File: config.mk
export PLATFORM = sky130hd
export DESIGN_NAME = run_length_scanline_decoder
export DESIGN_NICKNAME = d
export VERILOG_FILES = /design/src/sv/rlsd_pkg.sv /design/src/sv/run_length_scanline_decoder.sv
export SDC_FILE = /design/constraint.sdc
export NUM_CORES = 1
export LEC_CHECK = 0
export ABC_CLOCK_PERIOD_IN_PS = 4700
export BUFFER_PORTS_ARGS = -buffer_cell sky130_fd_sc_hd__buf_2
export CORE_MARGIN = 4
export CORE_UTILIZATION = 58
export DETAILED_ROUTE_END_ITERATION = 8
export GPL_TIMING_DRIVEN = 0
export PLACE_DENSITY = 0.8
export SKIP_CTS_REPAIR_TIMING = 1
export SYNTH_ARGS = -nofsm -noshare
export SYNTH_HDL_FRONTEND = slang
export SYNTH_SLANG_ARGS = --single-unit
File: constraint.sdc
create_clock -name clk_i -period 4.7 [get_ports clk_i]
set_input_delay 0.705 -clock clk_i [delete_from_list [all_inputs] [get_ports clk_i]]
set_output_delay 0.705 -clock clk_i [all_outputs]
set_load 0.03 [all_outputs]
File: src/sv/rlsd_pkg.sv
// Shared constants and types for the run-length scanline decoder.
`timescale 1ns / 1ps

package rlsd_pkg;

  localparam int unsigned DEF_MAX_LINE_WIDTH = 4096;
  localparam int unsigned DEF_MAX_CHANNELS   = 8;

  localparam int unsigned BYTE_W      = 8;
  localparam int unsigned PIXEL_W     = 64;
  localparam int unsigned LANES       = PIXEL_W / BYTE_W;
  localparam int unsigned RUN_W       = 9;
  localparam int unsigned START_COL_W = 12;
  localparam int unsigned STATUS_W    = 2;
  localparam int unsigned CFG_IDX_W   = 2;
  localparam int unsigned CFG_DATA_W  = 13;
  localparam int unsigned NCH_W       = 4;
  localparam int unsigned LWID_W      = 13;

  localparam logic [NCH_W-1:0]  RST_CHANNELS = NCH_W'(3);
  localparam logic [LWID_W-1:0] RST_WIDTH    = LWID_W'(512);

  typedef enum logic [STATUS_W-1:0] {
    ST_OK       = 2'd0,
    ST_OVERFLOW = 2'd1,
    ST_TRUNC    = 2'd2
  } status_e;

  typedef enum logic [CFG_IDX_W-1:0] {
    CFG_MODE     = 2'd0,
    CFG_CHANNELS = 2'd1,
    CFG_WIDTH    = 2'd2
  } cfg_idx_e;

endpackage

File: src/sv/run_length_scanline_decoder.sv
// Run-length scanline decoder: byte stream in, packed pixel runs out.
//
// Usage: the input channel (in_valid_i/in_ready_o) takes one stream byte per
// item, with stream_end_i marking the end of data. In run-coded mode each
// pixel is a count byte (run = byte + 1) then channel_count channel bytes; in
// dump mode each pixel is its channel bytes alone with run 1. The output
// channel (out_valid_o/out_ready_i) carries one item per completed pixel or truncation:
// packed value, repeat count, start column, line_done and status (overflow
// or truncation abandon the line). The configuration channel (cfg_*) writes
// mode, channel count and line width; write it only while the block is idle.
// Timing: a result appears in the cycle after the byte that completes it.
// Throughput: one byte per cycle; the per-byte update and the result register
// are a single stage, so a byte is taken whenever the result register is
// empty or being drained in the same cycle.
// Reset: run-coded mode, 3 channels, width 512, line state at column 0.
// Stall: while a result waits unaccepted, in_ready_o drops and the byte
// stream holds; nothing is lost.
`timescale 1ns / 1ps

module run_length_scanline_decoder #(
  parameter int unsigned MAX_LINE_WIDTH = rlsd_pkg::DEF_MAX_LINE_WIDTH,
  parameter int unsigned MAX_CHANNELS   = rlsd_pkg::DEF_MAX_CHANNELS
) (
  input  logic                                   clk_i,
  input  logic                                   rst_ni,
  input  logic                                   cfg_valid_i,
  output logic                                   cfg_ready_o,
  input  logic [rlsd_pkg::CFG_IDX_W-1:0]         cfg_index_i,
  input  logic [rlsd_pkg::CFG_DATA_W-1:0]        cfg_data_i,
  input  logic                                   in_valid_i,
  output logic                                   in_ready_o,
  input  logic [rlsd_pkg::BYTE_W-1:0]            data_byte_i,
  input  logic                                   stream_end_i,
  output logic                                   out_valid_o,
  input  logic                                   out_ready_i,
  output logic [rlsd_pkg::PIXEL_W-1:0]           pixel_value_o,
  output logic [rlsd_pkg::RUN_W-1:0]             repeat_count_o,
  output logic [rlsd_pkg::START_COL_W-1:0]       start_column_o,
  output logic                                   line_done_o,
  output logic [rlsd_pkg::STATUS_W-1:0]          status_o
);
  import rlsd_pkg::*;

  localparam int unsigned COL_W    = $clog2(MAX_LINE_WIDTH + 1);
  localparam int unsigned CH_IDX_W = (MAX_CHANNELS > 1) ? $clog2(MAX_CHANNELS) : 1;
  localparam int unsigned SUM_W    = ((COL_W > LWID_W) ? COL_W : LWID_W) + 1;
  localparam logic [NCH_W-1:0] MAX_NCH = NCH_W'(MAX_CHANNELS);
  localparam logic [SUM_W-1:0] MAX_WID = SUM_W'(MAX_LINE_WIDTH);

  // configuration
  logic              mode_q;
  logic [NCH_W-1:0]  nch_cfg_q;
  logic [LWID_W-1:0] wid_cfg_q;

  // line state
  logic                expect_cnt_q, expect_cnt_d;
  logic [RUN_W-1:0]    run_q, run_d;
  logic [CH_IDX_W-1:0] ch_idx_q, ch_idx_d;
  logic [PIXEL_W-1:0]  acc_q, acc_d;
  logic [COL_W-1:0]    col_q, col_d;

  // result register
  logic                   out_valid_q, out_valid_d;
  logic [PIXEL_W-1:0]     pix_q, pix_d;
  logic [RUN_W-1:0]       rep_q, rep_d;
  logic [START_COL_W-1:0] start_q, start_d;
  logic                   done_q, done_d;
  status_e                status_q, status_d;

  logic             in_acc;
  logic [NCH_W-1:0] nch;
  logic [SUM_W-1:0] wid;
  logic [SUM_W-1:0] wid_ext;
  logic [SUM_W-1:0] col_ext;
  logic [SUM_W-1:0] col_sum;
  logic [RUN_W-1:0] cnt;
  logic [2:0]       lane_idx;
  logic [NCH_W-1:0] idx_inc;
  logic [PIXEL_W-1:0] acc_new;

  assign cfg_ready_o = 1'b1;
  assign in_ready_o  = !out_valid_q || out_ready_i;
  assign in_acc      = in_valid_i && in_ready_o;

  // Clamp the registers to their legal ranges.
  always_comb begin
    if (nch_cfg_q == '0) begin
      nch = NCH_W'(1);
    end else if (nch_cfg_q > MAX_NCH) begin
      nch = MAX_NCH;
    end else begin
      nch = nch_cfg_q;
    end
    wid_ext = SUM_W'(wid_cfg_q);
    if (wid_ext == '0) begin
      wid = SUM_W'(1);
    end else if (wid_ext > MAX_WID) begin
      wid = MAX_WID;
    end else begin
      wid = wid_ext;
    end
  end

  assign col_ext  = SUM_W'(col_q);
  assign cnt      = mode_q ? run_q : RUN_W'(1);
  assign col_sum  = col_ext + SUM_W'(cnt);
  assign lane_idx = 3'(ch_idx_q);
  assign idx_inc  = NCH_W'(lane_idx) + NCH_W'(1);

  // Drop the byte into its lane; the first channel starts a fresh pixel.
  always_comb begin
    for (int k = 0; k < LANES; k++) begin
      if (lane_idx == 3'(k)) begin
        acc_new[k*BYTE_W +: BYTE_W] = data_byte_i;
      end else if (ch_idx_q == '0) begin
        acc_new[k*BYTE_W +: BYTE_W] = '0;
      end else begin
        acc_new[k*BYTE_W +: BYTE_W] = acc_q[k*BYTE_W +: BYTE_W];
      end
    end
  end

  always_comb begin
    expect_cnt_d = expect_cnt_q;
    run_d        = run_q;
    ch_idx_d     = ch_idx_q;
    acc_d        = acc_q;
    col_d        = col_q;
    out_valid_d  = out_valid_q && !out_ready_i;
    pix_d        = pix_q;
    rep_d        = rep_q;
    start_d      = start_q;
    done_d       = done_q;
    status_d     = status_q;

    if (in_acc) begin
      priority if (stream_end_i) begin
        if (col_q != '0 || ch_idx_q != '0 || !expect_cnt_q) begin
          out_valid_d  = 1'b1;
          pix_d        = '0;
          rep_d        = '0;
          start_d      = col_ext[START_COL_W-1:0];
          done_d       = 1'b1;
          status_d     = ST_TRUNC;
          expect_cnt_d = 1'b1;
          run_d        = RUN_W'(1);
          ch_idx_d     = '0;
          acc_d        = '0;
          col_d        = '0;
        end
      end else if (mode_q && expect_cnt_q) begin
        run_d        = RUN_W'(data_byte_i) + RUN_W'(1);
        expect_cnt_d = 1'b0;
      end else if (idx_inc < nch) begin
        acc_d    = acc_new;
        ch_idx_d = CH_IDX_W'(idx_inc);
      end else begin
        // pixel complete
        ch_idx_d     = '0;
        expect_cnt_d = 1'b1;
        acc_d        = acc_new;
        out_valid_d  = 1'b1;
        pix_d        = acc_new;
        rep_d        = cnt;
        start_d      = col_ext[START_COL_W-1:0];
        if (col_sum > wid) begin
          done_d   = 1'b1;
          status_d = ST_OVERFLOW;
          run_d    = RUN_W'(1);
          acc_d    = '0;
          col_d    = '0;
        end else begin
          done_d   = (col_sum == wid);
          status_d = ST_OK;
          if (col_sum == wid) begin
            run_d = RUN_W'(1);
            acc_d = '0;
            col_d = '0;
          end else begin
            col_d = col_sum[COL_W-1:0];
          end
        end
      end
    end
  end

  always_ff @(posedge clk_i or negedge rst_ni) begin
    if (!rst_ni) begin
      mode_q       <= 1'b1;
      nch_cfg_q    <= RST_CHANNELS;
      wid_cfg_q    <= RST_WIDTH;
      expect_cnt_q <= 1'b1;
      run_q        <= RUN_W'(1);
      ch_idx_q     <= '0;
      acc_q        <= '0;
      col_q        <= '0;
      out_valid_q  <= 1'b0;
    end else begin
      if (cfg_valid_i && cfg_ready_o) begin
        unique case (cfg_index_i)
          CFG_MODE:     mode_q    <= cfg_data_i[0];
          CFG_CHANNELS: nch_cfg_q <= cfg_data_i[NCH_W-1:0];
          CFG_WIDTH:    wid_cfg_q <= cfg_data_i[LWID_W-1:0];
          default:      ;
        endcase
      end
      expect_cnt_q <= expect_cnt_d;
      run_q        <= run_d;
      ch_idx_q     <= ch_idx_d;
      acc_q        <= acc_d;
      col_q        <= col_d;
      out_valid_q  <= out_valid_d;
    end
  end

  always_ff @(posedge clk_i) begin
    pix_q    <= pix_d;
    rep_q    <= rep_d;
    start_q  <= start_d;
    done_q   <= done_d;
    status_q <= status_d;
  end

  assign out_valid_o    = out_valid_q;
  assign pixel_value_o  = pix_q;
  assign repeat_count_o = rep_q;
  assign start_column_o = start_q;
  assign line_done_o    = done_q;
  assign status_o       = status_q;

endmodule

# Yosys cells after proc, flatten, opt, wreduce, memory -nomap -nowiden
# Cells that the tools add are included.
# totals
ff_bits,197
latchBits,0
ramBits,0
mem_bits_ro,0
output_inout_bits,91
mem_count,0
# classes
addsub,3
mul,0
div,0
magnitude_cmp,4
eq_ne,14
shift,0
muxes,71
bitwise,0
n_reduce_logical,23
# op_table
operator,n
2-to-1 mux 64 bit,9
2-to-1 mux 8 bit,15
2-to-1 mux 13 bit,8
2-to-1 mux 9 bit,11
2-to-1 mux 12 bit,4
adder 13 x 9 -> 14 bit,1
== test 14 bit,1
greater-than comparator 14 bit,1
2-to-1 mux 1 bit,14
greater-than comparator 13 bit (second input constant),1
logical NOT 13 bit,1
nonzero test 13 bit,1
== test 3 bit (second input constant),4
2-to-1 mux 3 bit,4
adder 8 x 1 -> 9 bit (second input constant),1
2-to-1 mux 2 bit,4
2-to-1 mux 4 bit,2
AND reduction 4 bit,2
== test 3 x 2 -> 1 bit (second input constant),2
AND reduction 2 bit,3
AND reduction 3 bit,2
adder 3 x 1 -> 4 bit (second input constant),1
greater-than comparator 4 bit (second input constant),1
logical NOT 4 bit,1
other kinds (14),21

# Logic depth before layout (Yosys ltp)
# Gate-level depths: netlist of the first run.
# logic_depth
depth_word,9
mapped_depth,19

# Least setup slack after synthesis of the first run
# No wires, ideal clock.
# synth_path
kind,flip-flop to flip-flop
startpoint,register ch_idx_q[0]
endpoint,register col_q[8]
setup_time_ns,0.130
t_arrival_ns,3.920
required_time_ns,4.570
path_slack_ns,0.650
path_stages_with_launch,10
path_buffers,0
period_less_slack_ns,4.050
path_cell_list,dfrtp_1 ha_1 ha_1 inv_1 ha_1 o21ai_0 a32oi_1 o21ai_2 inv_1 mux2_2
# synth_between
elab_chain_cells,5
# synth_lines
item,line,text
start: declaration,run_length_scanline_decoder.sv:58,"logic [CH_IDX_W-1:0] ch_idx_q, ch_idx_d;"
start signal: assignment,run_length_scanline_decoder.sv:209,ch_idx_q <= ch_idx_d;
branches (longest 4 deep; another with adder 3 x 1 -> 4 bit),n/a,
AND reduction 4 bit (no source line) *,n/a,
end signal: assignment,run_length_scanline_decoder.sv:211,col_q <= col_d;
end: declaration,run_length_scanline_decoder.sv:60,"logic [COL_W-1:0] col_q, col_d;"
# Every way passes the cells marked *.
# A chain may end at the register's enable or synchronous reset.

# Worst setup path after layout of the first run
# layout_path
startpoint,register run_q[0]
endpoint,register acc_q[32]
# layout_between
elab_chain_cells,8
# layout_lines
item,line,text
start: declaration,run_length_scanline_decoder.sv:57,"logic [RUN_W-1:0] run_q, run_d;"
start signal: assignment,run_length_scanline_decoder.sv:208,run_q <= run_d;
2-to-1 mux 9 bit *,run_length_scanline_decoder.sv:105,assign cnt = mode_q ? run_q : RUN_W'(1);
via cnt[0],run_length_scanline_decoder.sv:76,logic [RUN_W-1:0] cnt;
adder 13 x 9 -> 14 bit *,run_length_scanline_decoder.sv:106,assign col_sum = col_ext + SUM_W'(cnt);
branches (longest 2 deep; another with greater-than comparator 14 bit),n/a,
2-to-1 mux 64 bit *,run_length_scanline_decoder.sv:166,if (col_sum > wid) begin
2-to-1 mux 64 bit *,run_length_scanline_decoder.sv:154,end else if (idx_inc < nch) begin
2-to-1 mux 64 bit *,run_length_scanline_decoder.sv:151,end else if (mode_q && expect_cnt_q) begin
2-to-1 mux 64 bit *,run_length_scanline_decoder.sv:137,priority if (stream_end_i) begin
end signal: assignment,run_length_scanline_decoder.sv:195,acc_q <= '0;
end signal: assignment,run_length_scanline_decoder.sv:210,acc_q <= acc_d;
end: declaration,run_length_scanline_decoder.sv:59,"logic [PIXEL_W-1:0] acc_q, acc_d;"
# Mark *: on every way through the listed nets, which the timed path passes. The select of a mux whose other input is x is not followed.

==> results of run 1 <==
-- per-layer routing --
layer,global-route usage [%],up-vias
li1,-,3409
met5,0,-
met2,39.7,306
met3,5.18,51
met4,9.80,0
met1,35.5,3559
-- worst max-delay path: stages, from the launching register on --
cell and delay, ns:
dfstp_2 0.51, inv_1 0.07, nand2_1 0.08, ha_1 0.17
inv_1 0.06, fa_1 0.41, nor2b_1 0.20, o2111ai_2 0.17
a21oi_1 0.24, o21ai_0 0.13, xor2_1 0.19, inv_1 0.08
ha_1 0.32, nand3_1 0.17, nor4_2 0.45, inv_1 0.23
a31oi_4 0.37, clkbuf_2 0.30, o21ai_0 0.13
-- cells by family (layout without fill, tap and decap cells) --
kind of cell / Yosys count / count (layout) / share of synthesized area [%]
other cells: 1 / 2 / 0.0393
compound gates: 179 / 180 / 13.3
mux: 42 / 42 / 4.74
xor+xnor: 14 / 14 / 1.29
fa+ha+maj: 33 / 33 / 4.41
flops: 197 / 197 / 56.4
simple gates: 340 / 340 / 16.0
buf+inv: 85 / 233 / 3.79
-- worst min path at each step --
stage	start	to	depth (start not counted)
floorplan	rst_ni	acc_q[0]$_DFFE_PN0P_	0
global placement	acc_q[38]$_DFFE_PN0P_	acc_q[38]$_DFFE_PN0P_	2
detailed placement	acc_q[37]$_DFFE_PN0P_	acc_q[37]$_DFFE_PN0P_	2
CTS	rst_ni	wid_cfg_q[11]$_DFFE_PN0P_	1
global route	rst_ni	wid_cfg_q[11]$_DFFE_PN0P_	1
finish	rst_ni	wid_cfg_q[11]$_DFFE_PN0P_	1
-- cells in the mapped netlist, types with 11 or more instances --
| master | n | area (sq um) |
|---|---|---|
| a21oi_1 | 43 | 215 |
| a22oi_1 | 17 | 128 |
| and2_1 | 17 | 106 |
| clkbuf_1 | 33 | 124 |
| dfrtp_1 | 103 | 2580 |
| edfxtp_1 | 88 | 2640 |
| ha_1 | 32 | 400 |
| inv_1 | 28 | 105 |
| mux2_2 | 25 | 282 |
| mux2i_1 | 17 | 170 |
| nand2_1 | 187 | 702 |
| nand3_1 | 11 | 55.1 |
| nand3b_1 | 19 | 143 |
| nor2_1 | 63 | 236 |
| nor2b_1 | 15 | 93.8 |
| o21ai_0 | 58 | 290 |
| o41ai_2 | 11 | 179 |
-- power by group --
| group | switching (mW) | internal, mW |
|---|---|---|
| clock | 0.659 | 0.859 |
| sequential | 0.184 | 2.25 |
| combinational | 1.74 | 0.698 |
-- cell type report --
| cell class | instances | area [sq um] | area share, % |
|---|---|---|---|
| inverter | 28 | 108 | 0.970 |
| clock buffer | 18 | 439 | 3.96 |
| timing repair buffer | 118 | 638 | 5.75 |
| clock inverter | 13 | 175 | 1.58 |
| sequential | 197 | 5380 | 48.5 |
| antenna | 1 | 2.50 | 0.0226 |
| buffer | 56 | 253 | 2.28 |
| multi-input combinational | 610 | 3830 | 34.5 |
| tap | 216 | 270 | 2.44 |
-- flip-flops by register name (all words and copies together), names as in the netlist, 2 cells and up --
name	flops
acc_q	64
status_o	2
start_column_o	12
ch_idx_q	3
pixel_value_o	64
col_q	13
run_q	9
wid_cfg_q	13
repeat_count_o	9
nch_cfg_q	4
==> flow_metrics.py, run 1 <==
metrics = {
    "run_status": {
        "outcome": "finished clean",
    },
    "final_layout": {
        "syn2layout_area_growth_pct": 16.4,
        "final_area_sq_um": 11100,
        "final_cell_mix": "nand2_1 (187), buf_2 (121), dfrtp_1 (103), edfxtp_1 (88), nor2_1 (62)",
        "instances_no_fill": 1257,
        "utilization_pct": 69.4,
        "layout-drive-gt1-share_pct": 21.7,
        "fill_cells": 1170,
        "final_common_cell": "nand2_1",
        "nets": 1090,
    },
    "setup_path": {
        "regToRegSetupSlack_ns": 0.29,
        "start_kind": "flop",
        "endpoint": "acc_q[32]$_DFFE_PN0P_",
        "rr_worst_depth": 18,
        "crit_start": "run_q[0]$_DFFE_PN1P_",
        "r2r-start": "run_q[0]$_DFFE_PN1P_",
        "path_class": "reg -> reg",
        "r2r-end": "acc_q[32]$_DFFE_PN0P_",
        "crit_fanout": 10,
        "crit_arrival_ns": 4.73,
        "cp.required_ns": 5.01,
        "end_kind": "flop",
    },
    "placement": {
        "place_inst": 1225,
        "post-place-ws_ns": -0.0581,
        "routabilityCongestion": 0.866,
        "io_buffers": 116,
        "placed_area_sq_um": 10400,
        "dp_hpwl_um": 15600,
    },
    "clock_tree": {
        "ctsLongestPathBuffers": 2,
        "cts.sinks": 197,
        "root_buffer": "clkbuf_16",
        "clk_pin_slew_ns": 0.07,
        "htreeDepth": 4,
        "cts_made_buffers": 17,
        "clock_latency_ns": 0.44,
        "cts_tree": "built",
    },
    "sta": {
        "fin_crit_ns": 4.41,
        "max_slew.worst_pin.slew_ns": 0.825,
        "finClkSkew_ns": 0.0117,
        "fin_tns_setup_ns": 0,
        "post-route-period-util_pct": 93.9,
        "maxSlewViolCount": 0,
        "setup_violations": 0,
        "setup_ws_ns": 0.287,
        "timing.fmax_mhz": 227,
        "hold_violations": 0,
        "holdWs_ns": 0.315,
        "slew_headroom_pct": 45.0,
    },
    "floorplan": {
        "fp.dieH_um": 136,
        "io_pins": 120,
        "start_util_pct": 59.6,
        "core_area_sq_um": 16000,
        "die-area_sq_um": 18600,
        "die_w_um": 136,
        "rows": 46,
    },
    "global_route": {
        "antenna_found_initial": 1,
        "first_global_vias": 6932,
        "groute.usage.overall_pct": 25.5,
        "overflow": 0,
        "grt_pass1_wl_um": 36400,
        "grt_max_degree": 74,
    },
    "yosys": {
        "syn_area_per_cell_sq_um": 10.7,
        "synth_edf_count": 88,
        "ys_seq_elements": 197,
        "async_reset_ff_share_pct": 55.3,
        "synth_cell_types": 62,
        "synth_ff_type": "dfrtp_1",
        "synth-seq-area-share_pct": 56.4,
        "netlist_instances": 891,
        "synth_nets": 953,
        "ys_warn_count": 0,
        "syn_area_sq_um": 9540,
    },
    "power_and_ir_drop": {
        "leakage_nw": 4.78,
        "finalPower_mw": 6.39,
        "ir_drop_v": 0.000318,
        "power_density_nw_per_um2": 576,
    },
    "drt": {
        "maxUsedRoutingLayer": "met4",
        "totalWireLength_um": 22900,
        "ant_nets": 0,
        "dr_wl_met2_um": 11000,
        "route.detailed.drc": 0,
        "drt-met1-wl_um": 9470,
        "drtIter0Drc": 715,
        "vias": 7325,
        "wl_met3_um": 1790,
        "drt-pass1-iter-count": 6,
        "drt-wirelength-per-cell_um": 18.2,
        "via_per_inst": 5.83,
    },
    "job": {
        "drv_cap": 0,
    },
    "worst_hold_path": {
        "hold_class": "in -> async",
    },
}
Power figures use the tool's default switching activity.
==> run 2, diff against run 1 <==
--- a/config.mk
+++ b/config.mk
@@ -12,6 +12,7 @@
 export DETAILED_ROUTE_END_ITERATION = 8
 export GPL_TIMING_DRIVEN = 0
 export PLACE_DENSITY = 0.8
+export RECOVER_POWER = 100
 export SKIP_CTS_REPAIR_TIMING = 1
 export SYNTH_ARGS = -nofsm -noshare
 export SYNTH_HDL_FRONTEND = slang
==> run 2 against run 1 <==
  * The run now ends with capacitance limit, slew limit left
  * Cell count unchanged
  * Clock skew hardly changed
  * Setup slack improved by 0.0079 ns
  * Critical path depth shrank 9
  * Core utilization is 1.2 points lower
  * Clock power about the same
  * Non-clock buffer count is the same
  * Global-route usage did not move
==> flow_metrics.py, run 2 (synthesis gave the netlist of run 1 again) <==
metrics = {
    "setup_path": {
        "rr_worst_depth": 9,
        "start_kind": "flop",
        "end_kind": "flop",
        "r2r-start": "ch_idx_q[0]$_DFFE_PN0P_",
        "crit_arrival_ns": 4.46,
        "crit_fanout": 73,
        "cp.required_ns": 4.76,
        "regToRegSetupSlack_ns": 0.29,
        "r2r-end": "pixel_value_o[61]$_SDFFCE_PP0P_",
        "path_class": "reg -> reg",
    },
    "placement": {
        "routabilityCongestion": 0.866,
        "dp_hpwl_um": 15600,
        "place_inst": 1225,
        "io_buffers": 116,
    },
    "drt": {
        "route.detailed.drc": 0,
        "vias": 7357,
        "ant_nets": 0,
        "totalWireLength_um": 23000,
        "drtIter0Drc": 785,
        "drt-wirelength-per-cell_um": 18.3,
        "drt-pass1-iter-count": 5,
        "via_per_inst": 5.85,
    },
    "global_route": {
        "overflow": 0,
        "grt_max_degree": 74,
        "antenna_found_initial": 0,
        "first_global_vias": 6932,
        "groute.usage.overall_pct": 25.5,
        "grt_pass1_wl_um": 36400,
    },
    "floorplan": {
        "start_util_pct": 59.6,
        "io_pins": 120,
        "rows": 46,
        "die_w_um": 136,
        "fp.dieH_um": 136,
        "die-area_sq_um": 18600,
        "core_area_sq_um": 16000,
    },
    "clock_tree": {
        "clk_pin_slew_ns": 0.07,
        "clock_latency_ns": 0.44,
        "cts.sinks": 197,
        "htreeDepth": 4,
        "cts_tree": "built",
        "cts_made_buffers": 17,
        "ctsLongestPathBuffers": 2,
        "root_buffer": "clkbuf_16",
    },
    "final_layout": {
        "utilization_pct": 68.1,
        "fill_cells": 1231,
        "syn2layout_area_growth_pct": 14.3,
        "nets": 1090,
        "final_cell_mix": "nand2_1 (187), clkbuf_1 (132), dfrtp_1 (103), edfxtp_1 (88), nor2_1 (62)",
        "instances_no_fill": 1257,
        "layout-drive-gt1-share_pct": 12.0,
        "final_common_cell": "nand2_1",
    },
    "power_and_ir_drop": {
        "leakage_nw": 4.46,
        "ir_drop_v": 0.000318,
        "finalPower_mw": 6.30,
        "power_density_nw_per_um2": 578,
    },
    "worst_hold_path": {
        "holdPathEnd": "acc_q[37]$_DFFE_PN0P_",
        "min_from": "acc_q[37]$_DFFE_PN0P_",
        "whs_path_depth": 2,
        "hold_class": "reg -> reg",
    },
    "sta": {
        "max_slew.worst_pin.slew_ns": 2.90,
        "post-route-period-util_pct": 93.7,
        "fin_crit_ns": 4.41,
        "hold_violations": 0,
        "timing.fmax_mhz": 227,
        "setup_violations": 0,
        "maxSlewViolCount": 53,
        "finClkSkew_ns": 0.0116,
        "slew_headroom_pct": -93.1,
    },
    "run_status": {
        "outcome": "complete, but fails checks",
        "violations": "capacitance limit, slew limit",
    },
    "job": {
        "drv_cap": 1,
    },
}
-- run 2: worst max path at each step --
stage / start / cells after the start / end / slack [ns]
2_1_floorplan: ch_idx_q[0]$_DFFE_PN0P_ / 9 / col_q[8]$_DFFE_PN0P_ / 0.65
3_3_place_gp: stream_end_i / 7 / col_q[8]$_DFFE_PN0P_ / -0.27
3_5_place_dp: mode_q$_DFFE_PN1P_ / 18 / acc_q[27]$_DFFE_PN0P_ / -0.06
4_1_cts: mode_q$_DFFE_PN1P_ / 18 / acc_q[27]$_DFFE_PN0P_ / -0.14
5_1_grt: run_q[0]$_DFFE_PN1P_ / 19 / acc_q[58]$_DFFE_PN0P_ / -0.03
6_report: ch_idx_q[0]$_DFFE_PN0P_ / 9 / pixel_value_o[61]$_SDFFCE_PP0P_ / 0.29
-- run 2: worst max-delay path, cell delays in order (launching register included) --
cell and delay, ns:
dfrtp_1 0.42, inv_1 0.11, ha_1 0.25, nand2b_1 0.08
clkbuf_1 0.40, nor4_1 0.13, a211oi_1 0.82, o21ai_2 0.28
clkinvlp_2 0.63, buf_4 0.85
-- run 2: routing by layer --
layer  GRT usage [%]  routed length, um  vias up
li1                -                  -     3398
met1            35.5               9370     3580
met2            39.7              11000      336
met3            5.18               2100       43
met4            9.80                516        0
met5               0                  0        -
-- run 2: cell type report --
cell class	count	area, sq um	share of cell area [%]
clock inverters	13	175	1.61
plain buffers	56	246	2.26
multi-input cells	610	3810	34.9
well taps	216	270	2.48
inverters	28	106	0.975
clock buffers	18	439	4.03
repair buffers	118	475	4.36
diodes	1	2.50	0.0230
flip-flops and latches	197	5380	49.3
-- run 2: stage by stage --
| step | hold WS, ns | TNS, ns | setup WS (ns) | area, sq um |
|---|---|---|---|---|
| after floorplan | 0.409 | 0 | 0.650 | 9540 |
| after global placement | 0.454 | -12.36 | -0.272 | 10400 |
| after detailed placement | 0.462 | -0.612 | -0.0581 | 10400 |
| after CTS | 0.336 | -4.51 | -0.141 | 11100 |
| after global routing | 0.497 | -0.158 | -0.0307 | 10900 |
| final | 0.473 | 0 | 0.295 | 10900 |
-- run 2: where the power goes --
group / switching [mW] / internal, mW / leakage [nW] / total [mW]
clock network: 0.658 / 0.859 / 0.296 / 1.52
logic: 1.72 / 0.612 / 1.86 / 2.33
registers: 0.189 / 2.26 / 2.30 / 2.45
